File: config.mk
export PLATFORM = sky130hd
export DESIGN_NAME = websocket_frame_parser_flat
export DESIGN_NICKNAME = d
export VERILOG_FILES = /design/src/rtl/wsfp_pkg.sv /design/src/rtl/wsfp_stream_if.sv /design/src/rtl/websocket_frame_parser.sv /design/src/rtl/wsfp_frame_fsm.sv /design/src/flat_wrapper.sv
export SDC_FILE = /design/constraint.sdc
export NUM_CORES = 1
export LEC_CHECK = 0
export ABC_AREA = 1
export BUFFER_PORTS_ARGS = -buffer_cell sky130_fd_sc_hd__clkbuf_2
export CORE_AREA = 2 2 159 161
export DETAILED_ROUTE_END_ITERATION = 8
export DIE_AREA = 0 0 161 163
export HOLD_SLACK_MARGIN = 0.15
export PLACE_DENSITY = 0.9
export SETUP_SLACK_MARGIN = 0.15
export SYNTH_ARGS = -nofsm -noshare
export SYNTH_HDL_FRONTEND = slang
export SYNTH_SLANG_ARGS = --single-unit
File: constraint.sdc
create_clock -name clk -period 13.3 [get_ports clk]
set_input_delay 2.66 -clock clk [delete_from_list [all_inputs] [get_ports clk]]
set_output_delay 2.66 -clock clk [all_outputs]
set_load 0.1 [all_outputs]
File: src/rtl/wsfp_pkg.sv
// types and constants of the websocket frame parser
// no dependencies; used by every other file of the block but the assertion macros header
`timescale 1ns / 1ps

package wsfp_pkg;

  // decoder phase
  typedef enum logic [2:0] {
    PH_FIRST   = 3'd0,
    PH_SECOND  = 3'd1,
    PH_LEN16   = 3'd2,
    PH_LEN64   = 3'd3,
    PH_KEY     = 3'd4,
    PH_PAYLOAD = 3'd5
  } phase_t;

  // result event codes
  localparam logic [1:0] EV_HDR_DONE = 2'd0;
  localparam logic [1:0] EV_DATA     = 2'd1;
  localparam logic [1:0] EV_ERROR    = 2'd2;

  // error codes
  localparam logic [1:0] ERR_SHORT   = 2'd0;
  localparam logic [1:0] ERR_EXT_LEN = 2'd1;
  localparam logic [1:0] ERR_MASK    = 2'd2;
  localparam logic [1:0] ERR_PAYLOAD = 2'd3;

  // 7-bit length escapes and extended length end points
  localparam logic [6:0] LEN7_EXT16 = 7'd126;
  localparam logic [6:0] LEN7_EXT64 = 7'd127;
  localparam logic [3:0] HDR_END16  = 4'd4;
  localparam logic [3:0] HDR_END64  = 4'd10;

  localparam int PAYLOAD_LEN_W = 64;

  // one result item plus its valid flag
  typedef struct packed {
    logic                     valid;
    logic [1:0]               event_res;
    logic                     fin;
    logic [2:0]               rsv;
    logic [3:0]               opcode;
    logic                     masked;
    logic [PAYLOAD_LEN_W-1:0] payload_length;
    logic [7:0]               data_byte;
    logic [1:0]               error_code;
    logic [3:0]               header_length;
    logic                     frame_end;
  } res_t;

endpackage

File: src/rtl/wsfp_stream_if.sv
// valid/ready channel interfaces of the websocket frame parser
// depends on wsfp_pkg for the payload length width
`timescale 1ns / 1ps

interface wsfp_in_if;
  logic       valid;
  logic       ready;
  logic [7:0] rx_byte;
  logic       buffer_end;

  modport source (output valid, output rx_byte, output buffer_end, input ready);
  modport sink (input valid, input rx_byte, input buffer_end, output ready);
endinterface

interface wsfp_out_if;
  logic                              valid;
  logic                              ready;
  logic [1:0]                        event_res;
  logic                              fin;
  logic [2:0]                        rsv;
  logic [3:0]                        opcode;
  logic                              masked;
  logic [wsfp_pkg::PAYLOAD_LEN_W-1:0] payload_length;
  logic [7:0]                        data_byte;
  logic [1:0]                        error_code;
  logic [3:0]                        header_length;
  logic                              frame_end;

  modport source (output valid, output event_res, output fin, output rsv, output opcode,
                  output masked, output payload_length, output data_byte,
                  output error_code, output header_length, output frame_end,
                  input ready);
  modport sink (input valid, input event_res, input fin, input rsv, input opcode,
                input masked, input payload_length, input data_byte,
                input error_code, input header_length, input frame_end,
                output ready);
endinterface

File: src/rtl/websocket_frame_parser.sv
// websocket frame parser: input byte register, frame decoder, result register
// depends on wsfp_pkg, wsfp_stream_if (wsfp_in_if, wsfp_out_if) and wsfp_frame_fsm
`timescale 1ns / 1ps

// Usage
//   in_ch carries one received byte per item with buffer_end marking the last
//   byte of a data buffer. out_ch carries at most one result item per input
//   item: header done for an empty payload, one unmasked payload byte, or an
//   error code when the buffer ends before the frame is complete.
//   Items with no result (header, length and key bytes) are absorbed silently.
//   An accepted item lands in the input register, is decoded from there when
//   the result register is free or being emptied, and its result is registered.
//   Throughput: one byte per cycle while out_ch is not stalled; the frame state
//   is updated in the same cycle that the result register is written, so
//   consecutive bytes follow without gaps.
//   When out_ch is stalled the result register holds; one more item waits in
//   the input register, then in_ch.ready drops until the result is taken.
//   Reset (rst_n low, synchronous) empties both registers and puts the decoder
//   back at the first header byte.
//   LENGTH_BITS (16..64) sets the width of the kept payload length; higher
//   length bits are dropped.

module websocket_frame_parser #(
  parameter int LENGTH_BITS = 64
) (
  input  logic             clk,
  input  logic             rst_n,
  wsfp_in_if.sink          in_ch,
  wsfp_out_if.source       out_ch
);

  logic           s1_valid_r, s1_valid_nxt;
  logic [7:0]     in_byte_r;
  logic           in_end_r;
  logic           out_valid_r, out_valid_nxt;
  wsfp_pkg::res_t res;
  wsfp_pkg::res_t res_r;
  logic           advance;
  logic           step;
  logic           in_take;

  // decode goes ahead whenever the result register is free or being emptied
  assign advance      = !out_valid_r || out_ch.ready;
  assign step         = s1_valid_r && advance;
  assign in_ch.ready  = !s1_valid_r || advance;
  assign in_take      = in_ch.valid && in_ch.ready;

  assign s1_valid_nxt  = in_take ? 1'b1 : (step ? 1'b0 : s1_valid_r);
  assign out_valid_nxt = step ? res.valid : (out_ch.ready ? 1'b0 : out_valid_r);

  wsfp_frame_fsm #(
    .LENGTH_BITS (LENGTH_BITS)
  ) u_fsm (
    .clk        (clk),
    .rst_n      (rst_n),
    .step       (step),
    .rx_byte    (in_byte_r),
    .buffer_end (in_end_r),
    .res        (res)
  );

  // valid flags
  always_ff @(posedge clk) begin
    if (!rst_n) begin
      s1_valid_r  <= 1'b0;
      out_valid_r <= 1'b0;
    end else begin
      s1_valid_r  <= s1_valid_nxt;
      out_valid_r <= out_valid_nxt;
    end
  end

  // input item register
  always_ff @(posedge clk) begin
    if (in_take) begin
      in_byte_r <= in_ch.rx_byte;
      in_end_r  <= in_ch.buffer_end;
    end
  end

  // result item register
  always_ff @(posedge clk) begin
    if (step && res.valid) begin
      res_r <= res;
    end
  end

  assign out_ch.valid          = out_valid_r;
  assign out_ch.event_res      = res_r.event_res;
  assign out_ch.fin            = res_r.fin;
  assign out_ch.rsv            = res_r.rsv;
  assign out_ch.opcode         = res_r.opcode;
  assign out_ch.masked         = res_r.masked;
  assign out_ch.payload_length = res_r.payload_length;
  assign out_ch.data_byte      = res_r.data_byte;
  assign out_ch.error_code     = res_r.error_code;
  assign out_ch.header_length  = res_r.header_length;
  assign out_ch.frame_end      = res_r.frame_end;

endmodule

File: src/rtl/wsfp_frame_fsm.sv
// frame header decoder state and payload unmasking for one byte per step
// depends on wsfp_pkg (phase type, codes, result struct)
`timescale 1ns / 1ps

module wsfp_frame_fsm #(
  parameter int LENGTH_BITS = 64
) (
  input  logic             clk,
  input  logic             rst_n,
  input  logic             step,
  input  logic [7:0]       rx_byte,
  input  logic             buffer_end,
  output wsfp_pkg::res_t   res
);

  // frame state
  wsfp_pkg::phase_t        phase_r, phase_nxt;
  logic [3:0]              hc_r, hc_nxt;
  logic [7:0]              fhb_r, fhb_nxt;
  logic                    mask_r, mask_nxt;
  logic [LENGTH_BITS-1:0]  acc_r, acc_nxt;
  logic [31:0]             key_r, key_nxt;
  logic [LENGTH_BITS-1:0]  rem_r, rem_nxt;
  logic [1:0]              mp_r, mp_nxt;
  logic                    ld_r, ld_nxt;

  // values after this byte, before a frame restart
  wsfp_pkg::phase_t        u_phase;
  logic [3:0]              u_hc;
  logic [7:0]              u_fhb;
  logic                    u_mask;
  logic [LENGTH_BITS-1:0]  u_acc;
  logic [31:0]             u_key;
  logic [LENGTH_BITS-1:0]  u_rem;
  logic [1:0]              u_mp;
  logic                    u_ld;

  // decision for this byte
  logic                    emit;
  logic [1:0]              ev;
  logic [1:0]              code;
  logic                    fend;
  logic [7:0]              data;
  logic                    restart;

  logic [6:0]              len7;
  logic [7:0]              key_byte;
  logic                    go_len;
  logic                    go_key;

  assign len7 = rx_byte[6:0];

  // key byte for the current payload position, first key byte in the top bits
  always_comb begin
    case (mp_r)
      2'd0:    key_byte = key_r[31:24];
      2'd1:    key_byte = key_r[23:16];
      2'd2:    key_byte = key_r[15:8];
      default: key_byte = key_r[7:0];
    endcase
  end

  // next state: per-phase update, then length and key completion
  always_comb begin
    u_phase = phase_r;
    u_hc    = hc_r;
    u_fhb   = fhb_r;
    u_mask  = mask_r;
    u_acc   = acc_r;
    u_key   = key_r;
    u_rem   = rem_r;
    u_mp    = mp_r;
    u_ld    = ld_r;
    emit    = 1'b0;
    ev      = wsfp_pkg::EV_DATA;
    code    = wsfp_pkg::ERR_SHORT;
    fend    = 1'b0;
    data    = 8'd0;
    restart = 1'b0;
    go_len  = 1'b0;
    go_key  = 1'b0;

    unique case (phase_r)
      wsfp_pkg::PH_SECOND: begin
        u_mask = rx_byte[7];
        u_key  = '0;
        u_hc   = 4'd2;
        if (len7 == wsfp_pkg::LEN7_EXT16 || len7 == wsfp_pkg::LEN7_EXT64) begin
          u_phase = (len7 == wsfp_pkg::LEN7_EXT16) ? wsfp_pkg::PH_LEN16 : wsfp_pkg::PH_LEN64;
          u_acc   = '0;
          if (buffer_end) begin
            emit    = 1'b1;
            ev      = wsfp_pkg::EV_ERROR;
            code    = wsfp_pkg::ERR_EXT_LEN;
            fend    = 1'b1;
            restart = 1'b1;
          end
        end else begin
          u_acc  = LENGTH_BITS'(len7);
          go_len = 1'b1;
        end
      end
      wsfp_pkg::PH_LEN16, wsfp_pkg::PH_LEN64: begin
        u_acc = {acc_r[LENGTH_BITS-9:0], rx_byte};
        u_hc  = hc_r + 4'd1;
        if (u_hc >= ((phase_r == wsfp_pkg::PH_LEN16) ? wsfp_pkg::HDR_END16
                                                     : wsfp_pkg::HDR_END64)) begin
          go_len = 1'b1;
        end else if (buffer_end) begin
          emit    = 1'b1;
          ev      = wsfp_pkg::EV_ERROR;
          code    = wsfp_pkg::ERR_EXT_LEN;
          fend    = 1'b1;
          restart = 1'b1;
        end
      end
      wsfp_pkg::PH_KEY: begin
        u_key = {key_r[23:0], rx_byte};
        u_hc  = hc_r + 4'd1;
        if (mp_r == 2'd3) begin
          u_mp   = 2'd0;
          go_key = 1'b1;
        end else begin
          u_mp = mp_r + 2'd1;
          if (buffer_end) begin
            emit    = 1'b1;
            ev      = wsfp_pkg::EV_ERROR;
            code    = wsfp_pkg::ERR_MASK;
            fend    = 1'b1;
            restart = 1'b1;
          end
        end
      end
      wsfp_pkg::PH_PAYLOAD: begin
        u_rem = rem_r - 1'b1;
        u_mp  = mp_r + 2'd1;
        emit  = 1'b1;
        if (u_rem == '0) begin
          data    = rx_byte ^ key_byte;
          fend    = 1'b1;
          restart = 1'b1;
        end else if (buffer_end) begin
          ev      = wsfp_pkg::EV_ERROR;
          code    = wsfp_pkg::ERR_PAYLOAD;
          fend    = 1'b1;
          restart = 1'b1;
        end else begin
          data = rx_byte ^ key_byte;
        end
      end
      default: begin
        // first header byte, also taken for unused phase codes
        u_fhb  = rx_byte;
        u_hc   = 4'd1;
        u_mask = 1'b0;
        u_acc  = '0;
        u_key  = '0;
        u_rem  = '0;
        u_mp   = 2'd0;
        u_ld   = 1'b0;
        if (buffer_end) begin
          emit    = 1'b1;
          ev      = wsfp_pkg::EV_ERROR;
          code    = wsfp_pkg::ERR_SHORT;
          fend    = 1'b1;
          restart = 1'b1;
        end else begin
          u_phase = wsfp_pkg::PH_SECOND;
        end
      end
    endcase

    // length complete: go to key when masked, else on to header completion
    if (go_len) begin
      u_ld = 1'b1;
      if (u_mask) begin
        u_phase = wsfp_pkg::PH_KEY;
        if (buffer_end) begin
          emit    = 1'b1;
          ev      = wsfp_pkg::EV_ERROR;
          code    = wsfp_pkg::ERR_MASK;
          fend    = 1'b1;
          restart = 1'b1;
        end
      end else begin
        go_key = 1'b1;
      end
    end

    // header complete: empty payload ends the frame here
    if (go_key) begin
      if (u_acc == '0) begin
        emit    = 1'b1;
        ev      = wsfp_pkg::EV_HDR_DONE;
        fend    = 1'b1;
        restart = 1'b1;
      end else begin
        u_phase = wsfp_pkg::PH_PAYLOAD;
        u_rem   = u_acc;
        u_mp    = 2'd0;
        if (buffer_end) begin
          emit    = 1'b1;
          ev      = wsfp_pkg::EV_ERROR;
          code    = wsfp_pkg::ERR_PAYLOAD;
          fend    = 1'b1;
          restart = 1'b1;
        end
      end
    end

    // frame restart keeps only the first header byte
    phase_nxt = restart ? wsfp_pkg::PH_FIRST : u_phase;
    hc_nxt    = restart ? 4'd0 : u_hc;
    fhb_nxt   = u_fhb;
    mask_nxt  = restart ? 1'b0 : u_mask;
    acc_nxt   = restart ? '0 : u_acc;
    key_nxt   = restart ? '0 : u_key;
    rem_nxt   = restart ? '0 : u_rem;
    mp_nxt    = restart ? 2'd0 : u_mp;
    ld_nxt    = restart ? 1'b0 : u_ld;
  end

  // result item built from the updated frame state
  always_comb begin
    res.valid          = step & emit;
    res.event_res      = ev;
    res.fin            = u_fhb[7];
    res.rsv            = u_fhb[6:4];
    res.opcode         = u_fhb[3:0];
    res.masked         = u_mask;
    res.payload_length = u_ld ? wsfp_pkg::PAYLOAD_LEN_W'(u_acc) : '0;
    res.data_byte      = data;
    res.error_code     = code;
    res.header_length  = u_hc;
    res.frame_end      = fend;
  end

  // control state
  always_ff @(posedge clk) begin
    if (!rst_n) begin
      phase_r <= wsfp_pkg::PH_FIRST;
      hc_r    <= 4'd0;
      mp_r    <= 2'd0;
      ld_r    <= 1'b0;
      mask_r  <= 1'b0;
    end else if (step) begin
      phase_r <= phase_nxt;
      hc_r    <= hc_nxt;
      mp_r    <= mp_nxt;
      ld_r    <= ld_nxt;
      mask_r  <= mask_nxt;
    end
  end

  // header and length data
  always_ff @(posedge clk) begin
    if (step) begin
      fhb_r <= fhb_nxt;
      acc_r <= acc_nxt;
      key_r <= key_nxt;
      rem_r <= rem_nxt;
    end
  end

endmodule

File: src/flat_wrapper.sv
// flat-port wrapper written by rule: the top's interface ports become plain ports
module websocket_frame_parser_flat 
#(
  parameter int LENGTH_BITS = 64
)
  (clk, rst_n, in_ch_valid, in_ch_rx_byte, in_ch_buffer_end, in_ch_ready, out_ch_valid, out_ch_event_res, out_ch_fin, out_ch_rsv, out_ch_opcode, out_ch_masked, out_ch_payload_length, out_ch_data_byte, out_ch_error_code, out_ch_header_length, out_ch_frame_end, out_ch_ready);
  wsfp_in_if in_ch_i ();
  wsfp_out_if out_ch_i ();
  input  logic clk;
  input  logic rst_n;
  input wire logic [$bits(in_ch_i.valid)-1:0] in_ch_valid;
  input wire logic [$bits(in_ch_i.rx_byte)-1:0] in_ch_rx_byte;
  input wire logic [$bits(in_ch_i.buffer_end)-1:0] in_ch_buffer_end;
  output wire logic [$bits(in_ch_i.ready)-1:0] in_ch_ready;
  output wire logic [$bits(out_ch_i.valid)-1:0] out_ch_valid;
  output wire logic [$bits(out_ch_i.event_res)-1:0] out_ch_event_res;
  output wire logic [$bits(out_ch_i.fin)-1:0] out_ch_fin;
  output wire logic [$bits(out_ch_i.rsv)-1:0] out_ch_rsv;
  output wire logic [$bits(out_ch_i.opcode)-1:0] out_ch_opcode;
  output wire logic [$bits(out_ch_i.masked)-1:0] out_ch_masked;
  output wire logic [$bits(out_ch_i.payload_length)-1:0] out_ch_payload_length;
  output wire logic [$bits(out_ch_i.data_byte)-1:0] out_ch_data_byte;
  output wire logic [$bits(out_ch_i.error_code)-1:0] out_ch_error_code;
  output wire logic [$bits(out_ch_i.header_length)-1:0] out_ch_header_length;
  output wire logic [$bits(out_ch_i.frame_end)-1:0] out_ch_frame_end;
  input wire logic [$bits(out_ch_i.ready)-1:0] out_ch_ready;
  assign in_ch_i.valid = in_ch_valid;
  assign in_ch_i.rx_byte = in_ch_rx_byte;
  assign in_ch_i.buffer_end = in_ch_buffer_end;
  assign in_ch_ready = in_ch_i.ready;
  assign out_ch_valid = out_ch_i.valid;
  assign out_ch_event_res = out_ch_i.event_res;
  assign out_ch_fin = out_ch_i.fin;
  assign out_ch_rsv = out_ch_i.rsv;
  assign out_ch_opcode = out_ch_i.opcode;
  assign out_ch_masked = out_ch_i.masked;
  assign out_ch_payload_length = out_ch_i.payload_length;
  assign out_ch_data_byte = out_ch_i.data_byte;
  assign out_ch_error_code = out_ch_i.error_code;
  assign out_ch_header_length = out_ch_i.header_length;
  assign out_ch_frame_end = out_ch_i.frame_end;
  assign out_ch_i.ready = out_ch_ready;
  websocket_frame_parser #(.LENGTH_BITS(LENGTH_BITS)) u_core (.clk(clk), .rst_n(rst_n), .in_ch(in_ch_i), .out_ch(out_ch_i));
endmodule
==> summary by stage <==
Clock network
CTS saw between 200 and 300 sinks. The number of buffers added by the clock tree synthesis step is 29. The insertion delay of the later-clocked pin in the worst-skew pair is 0.56 ns. After clock tree synthesis, the clock-pin slew on the worst setup and hold paths is roughly 0.060 ns. The hold-fix buffer count after cts is 0. The count of buffers added by post-CTS timing repair for setup is 0. Counting along the longest clock path gives a buffer depth of 3. TritonCTS built the clock tree.

The count of cells resized by post-cts repair is 0. CTS placed an instance of clkbuf_16 at the clock tree root. In this run the number of H-tree levels came out at 1.

STA
For the finished layout, the period the worst path requires is approximately 6.0 ns. Based on the critical path, the design can be clocked at up to between 0.15 and 0.2 GHz. At the pin with the least slew margin, the transition time is ~1.2 ns. The number of hold violations in the final report came to 0.

Setup repair after global routing left no endpoint under its margin. The final setup violation count is 0. The clock arrives with around 0.017 ns of skew. The worst slew margin relative to its limit is around 17%. The worst path uses about 45% of the clock period. The final max-slew violation count was 0.

Adding up every negative setup slack in the final design gives 0 ns.

Cells and area
The library cell used most frequently in the layout, excluding fill and tap cells, is nand2_1. The post-route netlist has under 10% of its cells at a drive strength greater than 1. After filler insertion, the fill cell instance count of the layout stands at 1,933. The area added between synthesis and finish is 9.84%. The area used by multi-input combinational logic is just over 6000 um2. 0 antenna diodes ended up in the layout.

Leaving out fill and tap cells, the most frequent cells in the layout are nand2_1 (651), nor2_1 (282), edfxtp_1 (267). The storage element area is 8280 um2. The total number of nets in the final design is approximately 2,100.

The cell area after layout is about 17,000 um2.

Global route
The initial antenna violation count is 0. The first-pass GRT wire length is around 72 mm. The overall overflow remaining after global route is 0. The largest net degree at the start of global routing is 111. The number of global-route vias before repair is between 10,000 and 15,000. The global-route total usage across every layer is roughly a third.

Yosys
Counting flops with a built-in enable in the synthesized netlist gives around 270. After synthesis, the share of flip-flops with an asynchronous set or reset is 0%. Among all flip-flop cells after synthesis, the most frequent one is edfxtp_1. The post-synthesis instance area is between 15,000 and 20,000 um2. During synthesis, Yosys emitted a total of 0 warnings.

After synthesis, the mean cell area works out to between 7 and 8 um2. The number of library cell types mapped by synthesis is 32. The instance count of the mapped netlist is 2,033. After synthesis the netlist holds a flip-flop and latch count of 280. Summing the sequential cell areas from Yosys gives ~52% of the chip area.

The total nets after synthesis is 2,056.

Hold path
The cell depth of the worst min-delay path is 2. The kind of path behind the tightest hold check is flop to flop. The hold path startpoint is u_core.u_fsm.mask_r$_SDFFE_PN0P_.

The endpoint of the worst hold path is u_core.u_fsm.mask_r$_SDFFE_PN0P_.

Setup path
At the worst endpoint, the arrival time is roughly 3.4 ns. The endpoint identified for the worst register-to-register timing path is u_core.u_fsm.acc_r[62]$_SDFFCE_PP0P_. Broken down by cell family, the worst path's largest delay share belongs to buffers and inverters.

The slowest stage of the critical path is the clkbuf_2 cell. The buffering stage count on the worst path with inverters included is 3. STA puts the critical path data required time at 10.64 ns. The worst register-to-register path begins at u_core.u_fsm.phase_r[0]$_SDFFE_PN0P_. STA classifies the critical path startpoint as an input pin.

The category of the most critical setup path is input pin to output port. The most used cell along the critical path is clkbuf_2. The critical-path maximum fanout is 3.

The signal on the critical path passes through clkbuf_2 -> inv_1 -> nand3_1 -> clkbuf_2. For this run, the slowest stage of the critical path takes ~0.48 ns. The depth of the most critical reg-to-reg path is 16. The cell count along the critical path is 4. The endpoint kind of the worst setup timing path is an output port. Across all register-to-register paths, the minimum setup slack is a little under 8 ns.

Floorplan
The area of the core is roughly 25,000 um2. The number of primary I/O pins is between 100 and 150. The number of rows created at floorplan is a little under 60. The die covers between 20,000 and 30,000 um2. From left edge to right edge, the die measures 161 um.

The initial core utilization is between 60 and 70%. The die boundary height is between 150 and 200 um.

Outcome
The flow ran to the end, and the final reports show no timing, DRC or antenna violations.

Route
After detailed routing, the number of remaining DRC violations is 0. The number of nets with antenna violations after routing is 0. In the routed layout, each cell is associated on average with a via count of between 5 and 6. In this run, the number of DRC markers left after iteration 0 of detailed routing was 1,999.

The vias after detailed routing is roughly 14,000. After detailed routing, the average wire length per cell comes to approximately 19 um. The first TritonRoute pass finished after 6 iterations. The final layout contains routed wiring with a total length of approximately 47 mm.

Power
For this design the ratio of total power to cell area is 121 nW/um2. The largest vdd supply drop is 139 uV. The total power of the final layout is ~0.0021 W.

For this design the static power due to leakage is 7.38 nW.

Placement
Input and output buffers added on the ports amount to around 100. The congestion estimate from routability-driven global placement came to a little over 1. The half-perimeter wire length after placement is about 33 mm. Once placement finished, the instance area stood at roughly 17,000 um2.

Flow run
The number of violations of the max-capacitance limit is 0.
## worst max-delay path by stage
stage                  from                                  endpoint
2_1_floorplan  out_ch_ready  u_core.out_ch.data_byte[0]$_SDFFCE_PN0P_
3_3_place_gp   out_ch_ready                               in_ch_ready
3_5_place_dp   out_ch_ready                               in_ch_ready
4_1_cts        out_ch_ready                               in_ch_ready
5_1_grt        out_ch_ready                               in_ch_ready
6_report       out_ch_ready                               in_ch_ready
## stage by stage
| step | cells | hold slack (ns) | utilization (%) | worst slack (ns) |
|---|---|---|---|---|
| after detailed placement | 2400 | 0.458 | 67.0 | 7.28 |
| after global routing | 2452 | 0.504 | 70.7 | 7.23 |
| final | 2452 | 0.468 | 70.7 | 7.29 |
| after floorplan | 2033 | 0.445 | - | 3.79 |
| after global placement | 2400 | 0.453 | 67.0 | 7.30 |
| after CTS | 2452 | 0.468 | 70.7 | 7.28 |
## sequential cells by signal, indices dropped and copies added (netlist names), 2 cells and up
name                          flops
u_core.out_ch.error_code          2
u_core.out_ch.header_length       4
u_core.u_fsm.acc_r               64
u_core.out_ch.payload_length     64
u_core.u_fsm.hc_r                 4
u_core.in_byte_r                  8
u_core.out_ch.data_byte           8
u_core.u_fsm.fhb_r                8
u_core.u_fsm.phase_r              3
u_core.out_ch.rsv                 3
u_core.u_fsm.rem_r               64
u_core.out_ch.opcode              4
u_core.u_fsm.mp_r                 2
u_core.out_ch.event_res           2
u_core.u_fsm.key_r               32
## cells in the mapped netlist (4+ instances only)
library cell	n	share of area, %
nand3_1	119	3.8
and2_1	7	0.28
nand4_1	7	0.28
o21ai_1	28	0.88
nor2_2	19	0.75
buf_2	22	0.69
clkbuf_1	45	1.1
inv_2	10	0.24
nand2_1	654	15
a21oi_1	120	3.8
inv_1	259	6.1
nor3_1	8	0.25
o21ai_0	57	1.8
edfxtp_1	267	51
nand2_2	4	0.16
ha_1	10	0.79
dfxtp_1	13	1.6
o22ai_1	50	2.0
xor2_1	17	0.94
clkinv_1	4	0.095
buf_6	11	0.78
nor2_1	283	6.7
## area by class of cell
class / count / area share [%]
Clock buffer: 37 / 4.33
Timing Repair Buffer: 118 / 3.59
Inverter: 273 / 5.92
Clock inverter: 15 / 0.918
Multi-Input combinational cell: 1399 / 35.4
Tap cell: 330 / 2.37
Sequential cell: 280 / 47.5
## kinds of logic after synthesis
| group | synth area share [%] |
|---|---|
| buffers and inverters | 9.13 |
| AND/OR/NAND/NOR | 27.9 |
| flip-flops | 52.1 |
| AO/OA/AOI/OAI | 9.06 |
| XOR/XNOR | 0.938 |
| adder cells (fa/ha/maj) | 0.788 |
## metal layers
layer	up-vias	part of all wire [%]	global-route usage [%]
met3	108	12	5.25
met5	-	0	0
li1	6697	-	-
met4	0	3.5	11.2
met2	943	46	56.6
met1	6559	39	49.9
## worst reg2reg max path: stages (launching register included)
cell and delay [ns]:
dfxtp_1 0.44, nor3_1 0.41, inv_1 0.14, ha_1 0.32, nand2_1 0.06, o211ai_1 0.32, a21oi_1 0.25, o21ai_4 0.17
buf_4 0.62, nand3_1 0.26, nand2_1 0.14, nor2_1 0.05, nand2_1 0.09, nand2_2 0.21, clkinv_2 0.32, buf_4 0.96
a21oi_1 0.24
## power by group
group / switching, W / leakage [nW] / internal, W
clock network: 0.000338 / 0.436 / 0.000458
logic: 0.000240 / 4.27 / 0.0000469
registers: 0.0000245 / 2.68 / 0.00100
Note: power is estimated with default switching activity, not from simulation.
